[src/design/bbpe_ram.sv]
// ----------------------------------------------------------------------------
// bbpe_ram: generic single-port-write, single-port-read RAM
// One write and one registered read per cycle.
// ----------------------------------------------------------------------------
module bbpe_ram #(
    parameter int Width = 32,
    parameter int Depth = 48
) (
    input  logic                     clk,
    input  logic                     we,
    input  logic [$clog2(Depth)-1:0] waddr,
    input  logic [Width-1:0]         wdata,
    input  logic [$clog2(Depth)-1:0] raddr,
    output logic [Width-1:0]         rdata
);

    logic [Width-1:0] mem [Depth];
    logic [Width-1:0] rdata_reg;

    always_ff @(posedge clk)
    begin
        if (we)
        begin
            mem[waddr] <= wdata;
        end
        rdata_reg <= mem[raddr];
    end

    assign rdata = rdata_reg;

endmodule

[config.mk]
export PLATFORM = sky130hd
export DESIGN_NAME = bbpe_ram
export DESIGN_NICKNAME = d
export VERILOG_FILES = /design/src/design/bbpe_ram.sv
export SDC_FILE = /design/constraint.sdc
export NUM_CORES = 1
export LEC_CHECK = 0
export BUFFER_PORTS_ARGS = -buffer_cell sky130_fd_sc_hd__buf_2
export CORE_UTILIZATION = 50
export CTS_CLUSTER_DIAMETER = 150
export CTS_CLUSTER_SIZE = 14
export DETAILED_ROUTE_END_ITERATION = 6
export PLACE_DENSITY = 0.66
export SLEW_MARGIN = 20
export SYNTH_ARGS = -nofsm -noshare
export SYNTH_HDL_FRONTEND = slang
export SYNTH_SLANG_ARGS = --single-unit
[constraint.sdc]
create_clock -name clk -period 5.46 [get_ports clk]
set_input_delay 1.092 -clock clk [delete_from_list [all_inputs] [get_ports clk]]
set_output_delay 1.092 -clock clk [all_outputs]
set_load 0.005 [all_outputs]
==> key figures, run 1 <==
Final layout
  – Most frequent cells in the layout: edfxtp_1 (1536), mux2i_1 (512), mux4_2 (160), a22oi_1 (128), clkbuf_16 (125)
  – Max reg flops: 1536
  – Commonest non-fill, non-tap cell in the layout: edfxtp_1
  – Non-Filler Instances: 4742
  – Share of post-route cells with drive strength above 1: 17.5%
  – Nets: 3079
  – Synthesis-to-layout area growth: 10.4%

Detailed routing
  – DRC: 0
  – DR iter-0 viols: 3541
  – DRT Pass-1 Iters: 5
  – WL final: 145000 um
  – DR vias/cell: 6.20
  – WL/cell: 30.6 um
  – ANT nets after route: 0
  – Via count: 29400

STA
  – Fmax: 0.320 GHz
  – Final Max Tran Viols: 0
  – Tightest Pin Transition: 1.18 ns
  – RSZ-0062 raised after global routing: false
  – Final hold vios: 0
  – Final min period: 3.13 ns
  – Slew headroom: 21.3%
  – Setup Viol. Count Final: 0
  – Tcrit/Tclk final: 57.3%
  – Setup Skew: 0.0258 ns
  – Post-route setup slack: 2.33 ns
  – Setup Total Neg Slack: 0 ns

Clock network
  – Post-CTS Setup Inserts: 0
  – Clk_lat worst skew: 0.72 ns
  – CTS resizes: 0
  – Worst-case clock buffer depth: 3
  – Post-CTS Hold Fix Bufs: 0
  – Reg clk slew, reported paths: 0.07 ns
  – H-tree level count: 3
  – Clock root cell: clkbuf_16
  – Clock sink count: 1568
  – CTS tree: built
  – Num CTS Buffers: 121

Place
  – GPL Wtd Cong: 0.814
  – Final HPWL DP: 79000 um
  – Placed Instances: 4509
  – Buffers on Ports: 77
  – Worst slack, placed: 1.65 ns

Setup path
  – Critical path class: in2reg
  – Critical path's top delay family: buffers and inverters
  – Worst path cell trace: buf_8, buf_4, mux2i_1, a22o_1, a221oi_1, o22ai_1, o41ai_2
  – Crit start category: input port
  – CP Capture Type: register
  – CP Buf/Inv Count: 2
  – Worst EP required: 6.09 ns
  – Max incr delay on CP: 0.89 ns
  – Critical path's slowest cell: buf_4
  – Reg2Reg Setup Slack: 3.52 ns
  – Worst-path maximum fanout: 58
  – WP data arrival: 3.75 ns

Synthesis
  – Avg Cell Area, Syn: 20.7 um^2
  – Mapped Nets: 2958
  – Synth Cell Area: 0.0602 mm^2
  – Ys Warns: 0
  – Sequential-to-total area share from yosys stat: 77.7%
  – Synthesized instance count: 2912
  – Count of cell types in the netlist: 30
  – Synthesis-stage register bit count: 1568

Outcome
  – Status: finished, final reports clean

Power and ir drop
  – Total power draw: 22.8 mW
  – Worst vdd ir: 0.261 mV
  – Lkg Pwr: 21.8 nW
  – Pwr/cell area: 344 mW/mm^2

Floorplan
  – Die Y: 349 um
  – Die area: 0.122 mm^2
  – Ports: 78
  – Row count: 126
  – Initial Util: 50.7%
  – Die W: 349 um
  – Core Area: 0.119 mm^2

Hold path
  – Type of the most critical hold path: reg2reg

GRT
  – Gr ovfl total: 0
  – Tot GR Track Use: 24.0%
  – Largest net degree at the start of global routing: 83
  – Antenna violations before repair: 9
  – Global-route wire length before repair: 209000 um
  – Vias in the first global route: 29700

Job
  – MaxCap Viol Count: 0
## per-stage QoR
stage | util (%) | instance area, um^2 | hold WS [ns]
after global routing | 55.9 | 66400 | 0.915
after global placement | 52.9 | 62800 | 0.811
after detailed placement | 52.9 | 62800 | 0.809
after floorplan | - | 60200 | 0.762
final | 55.9 | 66400 | 0.840
after CTS | 55.9 | 66400 | 0.835
## cell type report
class / instances / area [um^2]
clock inverters: 2 / 17.5
fillers: 8698 / 52300
well taps: 1600 / 2000
diodes: 2 / 5.00
clock buffers: 228 / 3510
repair buffers: 172 / 1370
multi-input cells: 1170 / 12700
flip-flops and latches: 1568 / 46800
## cell families (layout without fill, tap and decap cells)
logic type	Yosys count	in the layout	synth area share (%)
flops	1568	1568	77.7
simple gates	114	114	0.826
buf+inv	174	402	1.74
other cells	0	2	0
mux	672	672	14.5
compound gates	384	384	5.19
## worst reg2reg max path, cell delays in order, from the launching register on
cell and delay, ns:
edfxtp_1 0.38, mux4_2 0.50, mux4_2 0.53, nand2_1 0.22, o41ai_2 0.16
## report_power, final
part	switching (mW)	internal [mW]	leakage (nW)
Combinational	0.774	0.434	6.00
Clock	3.97	4.29	1.67
Sequential	0.0482	13.3	14.1
## layer usage
layer	vias up	GRT usage, %	routed length [um]
met4	8	6.44	3470
met1	15500	33.9	60000
li1	12300	-	-
met3	212	4.70	12500
met2	1331	38.2	69200
met5	-	0	46
## Yosys cell counts (all sizes together)
| master | n | area [um^2] |
|---|---|---|
| or2 | 1 | 6.26 |
| nand3 | 5 | 25.0 |
| nor3 | 4 | 20.0 |
| a21oi | 64 | 320 |
| or3 | 1 | 6.26 |
| nand3b | 1 | 7.51 |
| mux2i | 512 | 5120 |
| nand2 | 39 | 146 |
| nand4b | 1 | 8.76 |
| a22oi | 128 | 961 |
| nand4 | 1 | 6.26 |
| clkbuf | 71 | 267 |
| a22o | 64 | 561 |
| dfxtp | 32 | 641 |
| o41ai | 32 | 521 |
| or3b | 1 | 8.76 |
| nand2b | 5 | 31.3 |
| nor4bb | 1 | 10.0 |
| mux4 | 160 | 3600 |
| and2 | 1 | 6.26 |
| buf | 103 | 782 |
| o22ai | 32 | 200 |
| a221oi | 64 | 561 |
| nor2 | 47 | 176 |
| edfxtp | 1536 | 46100 |
| nor2b | 6 | 37.5 |
## worst paths after layout
kind / start / endpoint / cells past startpoint
worst max-delay path: raddr[0] / rdata[29] / 7
worst min-delay path: mem[2][21] / rdata[21] / 4
worst max register to register: mem[47][1] / rdata[1] / 4
worst min register to register: mem[2][21] / rdata[21] / 4
Note: power is estimated with default switching activity, not from simulation.
==> run 2, diff against run 1 <==
PLACE_DENSITY = 0.68   (was 0.66)
clock period = 2.8 ns   (was 5.46 ns; I/O delays follow)
==> run 2 against run 1 <==
Against the previous run:
- sequential power grew 95%
- worst hold slack lost 0.39 ns
- combinational power grew 110%
- cell area grew 2.2%
- core utilization grew 1.2 points
- clock power grew 92%
- wire length grew 0.75%
- largest cell class unchanged
- non-clock buffer count grew 99
- first-iteration DRC count shrank 1.8%
- register-to-register slack lost 2.7 ns
- die area is the same
==> key figures, run 2 (same netlist as run 1, synthesis figures left out) <==
Outcome
  – Status: finished, final reports clean (unchanged)

Setup path
  – Worst EP required: 3.35 ns (was 6.09 ns)
  – CP Buf/Inv Count: 4 (was 2)
  – CP Capture Type: register (unchanged)
  – Critical path's slowest cell: o41ai_2 (was buf_4)
  – Critical path class: in2reg (unchanged)
  – Worst-path maximum fanout: 21 (was 58)
  – Worst r2r dst: rdata[21] (was rdata[1])
  – WP data arrival: 2.69 ns (was 3.75 ns)
  – Reg2Reg Launch Point: mem[24][21] (was mem[47][1])
  – Max incr delay on CP: 0.64 ns (was 0.89 ns)
  – Worst path cell trace: buf_8, buf_12, buf_12, mux2i_1, a22o_1, a221oi_1, o22ai_1, buf_4, o41ai_2 (was buf_8, buf_4, mux2i_1, a22o_1, a221oi_1, o22ai_1, o41ai_2)
  – Crit start category: input port (unchanged)
  – Cell count of the worst reg-to-reg path: 6 (was 4)
  – Top cell by count, worst path: buf_12
  – Reg2Reg Setup Slack: 0.78 ns (was 3.52 ns)
  – Critical path's top delay family: compound AO/OA/AOI/OAI gates (was buffers and inverters)

STA
  – Setup Total Neg Slack: 0 ns (unchanged)
  – Post-route setup slack: 0.662 ns (was 2.33 ns)
  – Setup Skew: 0.0196 ns (was 0.0258 ns)
  – Final min period: 2.14 ns
  – Fmax: 0.468 GHz
  – Final Max Tran Viols: 0 (unchanged)
  – Tcrit/Tclk final: 76.3%
  – RSZ-0062 raised after global routing: false (unchanged)
  – Setup Viol. Count Final: 0 (unchanged)
  – Tightest Pin Transition: 0.956 ns (was 1.18 ns)
  – Final hold vios: 0 (unchanged)
  – Slew headroom: 36.3% (was 21.3%)

Final layout
  – Nets: 3178 (was 3079)
  – Commonest non-fill, non-tap cell in the layout: edfxtp_1 (unchanged)
  – Fin area: 0.0679 mm^2 (was 0.0664 mm^2)
  – Share of post-route cells with drive strength above 1: 20.1% (was 17.5%)
  – Multi-input logic area: 0.0128 mm^2 (was 0.0127 mm^2)
  – # fillers: 8533 (was 8698)
  – Synthesis-to-layout area growth: 12.8% (was 10.4%)
  – Most frequent cells in the layout: edfxtp_1 (1536), mux2i_1 (512), mux4_2 (160), a22oi_1 (128), clkbuf_16 (122) (was edfxtp_1 (1536), mux2i_1 (512), mux4_2 (160), a22oi_1 (128), clkbuf_16 (125))
  – FF/Latch Area: 0.0468 mm^2 (unchanged)
  – Max reg flops: 1536 (unchanged)

Detailed routing
  – ANT nets after route: 0 (unchanged)
  – DR vias/cell: 6.22 (was 6.20)
  – DR iter-0 viols: 3479 (was 3541)
  – DRT Pass-1 Iters: 6 (was 5)
  – WL/cell: 30.3 um (was 30.6 um)
  – DRC: 0 (unchanged)
  – WL final: 146000 um (was 145000 um)
  – Via count: 30100 (was 29400)

GRT
  – Largest net degree at the start of global routing: 58 (was 83)
  – Tot GR Track Use: 24.1% (was 24.0%)
  – Antenna violations before repair: 11 (was 9)
  – Gr ovfl total: 0 (unchanged)
  – Global-route wire length before repair: 211000 um (was 209000 um)
  – Vias in the first global route: 30100 (was 29700)

Job
  – MaxCap Viol Count: 0 (unchanged)

Clock network
  – Clk_lat worst skew: 0.72 ns (about the same)
  – H-tree level count: 3 (unchanged)
  – Clock root cell: clkbuf_16 (unchanged)
  – Num CTS Buffers: 121 (unchanged)
  – Post-CTS Setup Inserts: 0 (unchanged)
  – CTS resizes: 0 (unchanged)
  – Reg clk slew, reported paths: 0.08 ns (was 0.07 ns)
  – Post-CTS Hold Fix Bufs: 0 (unchanged)
  – Clock sink count: 1568 (unchanged)
  – CTS tree: built (unchanged)
  – Worst-case clock buffer depth: 3 (unchanged)

Place
  – Placed Area: 0.0644 mm^2 (was 0.0628 mm^2)
  – Final HPWL DP: 81400 um (was 79000 um)
  – GPL Wtd Cong: 0.808 (was 0.814)
  – Buffers on Ports: 77 (unchanged)
  – Worst slack, placed: -0.0589 ns (was 1.65 ns)

Hold path
  – Type of the most critical hold path: in2reg (was reg2reg)
  – Hold Path Stages: 1 (was 4)
  – Hold path start: wdata[24] (was mem[2][21])
  – Hold EP: mem[41][24] (was rdata[21])

Floorplan
  – Core Area: 0.119 mm^2 (unchanged)
  – Initial Util: 50.7% (unchanged)
  – Row count: 126 (unchanged)
  – Ports: 78 (unchanged)
  – Die area: 0.122 mm^2 (unchanged)
  – Die W: 349 um (unchanged)
  – Die Y: 349 um (unchanged)

Power and ir drop
  – Net Sw Power: 9.31 mW (was 4.79 mW)
  – Clk network pwr share: 35.7% (was 36.2%)
  – Sequential Power Share: 58.7% (was 58.6%)
  – Lkg Pwr: 22.4 nW (was 21.8 nW)
  – Pwr/cell area: 654 mW/mm^2 (was 344 mW/mm^2)
  – Total power draw: 44.4 mW (was 22.8 mW)
  – Switching portion of total power: 21.0% (about the same)
  – Internal: 35.1 mW (was 18.0 mW)
  – Worst vdd ir: 0.515 mV (was 0.261 mV)
  – Logic pwr share: 5.6% (was 5.3%)
run 2: changes by cell type in the layout (fill, tap and decap cells not counted), moves of 2 or more:
cell	before	now
buf_12	20	81
buf_4	77	115
clkbuf_1	103	87
diode_2	2	8
nor3_2	4	0
nor3_4	0	4
clkbuf_16	125	122
inv_6	2	4
run 2: stage by stage:
| step | cells | utilization [%] | hold slack, ns |
|---|---|---|---|
| after detailed placement | 4609 | 54.2 | 0.834 |
| after global routing | 4827 | 57.2 | 0.475 |
| final | 4832 | 57.2 | 0.449 |
| after CTS | 4824 | 57.2 | 0.414 |
| after global placement | 4609 | 54.2 | 0.802 |
| after floorplan | 2912 | - | 0.659 |
run 2: worst max-delay path by stage:
stage	start	endpoint	cells after the start
after floorplan	waddr[5]	mem[13][0]	3
after global placement	raddr[0]	rdata[21]	9
after detailed placement	raddr[0]	rdata[21]	9
after CTS	raddr[0]	rdata[21]	9
after global routing	raddr[0]	rdata[21]	9
final	raddr[0]	rdata[21]	9
run 2: area by class of cell:
| cell class | instances | area share, % |
|---|---|---|
| sequential | 1568 | 68.9 |
| multi-input combinational | 1170 | 18.8 |
| clock buffer | 209 | 4.98 |
| timing repair buffer | 271 | 4.24 |
| tap | 1600 | 2.95 |
| clock inverter | 6 | 0.105 |
| antenna | 8 | 0.0295 |
run 2: routing by layer:
metal | part of all wire, % | global-route usage [%] | vias to the layer above
li1 | - | - | 12600
met2 | 49 | 39.1 | 1325
met5 | 0.012 | 0 | -
met1 | 41 | 34.3 | 16000
met4 | 2.1 | 6.03 | 2
met3 | 8.0 | 3.93 | 215
run 2: power groups by stage:
stage,sequential (mW),clock [mW],combinational [mW]
global placement,26.6,0,2.42
global route,26.1,16.9,2.64
floorplan,26.5,0,1.38
finish,26.1,15.8,2.49
CTS,26.1,16.1,2.49
detailed placement,26.6,0,2.49
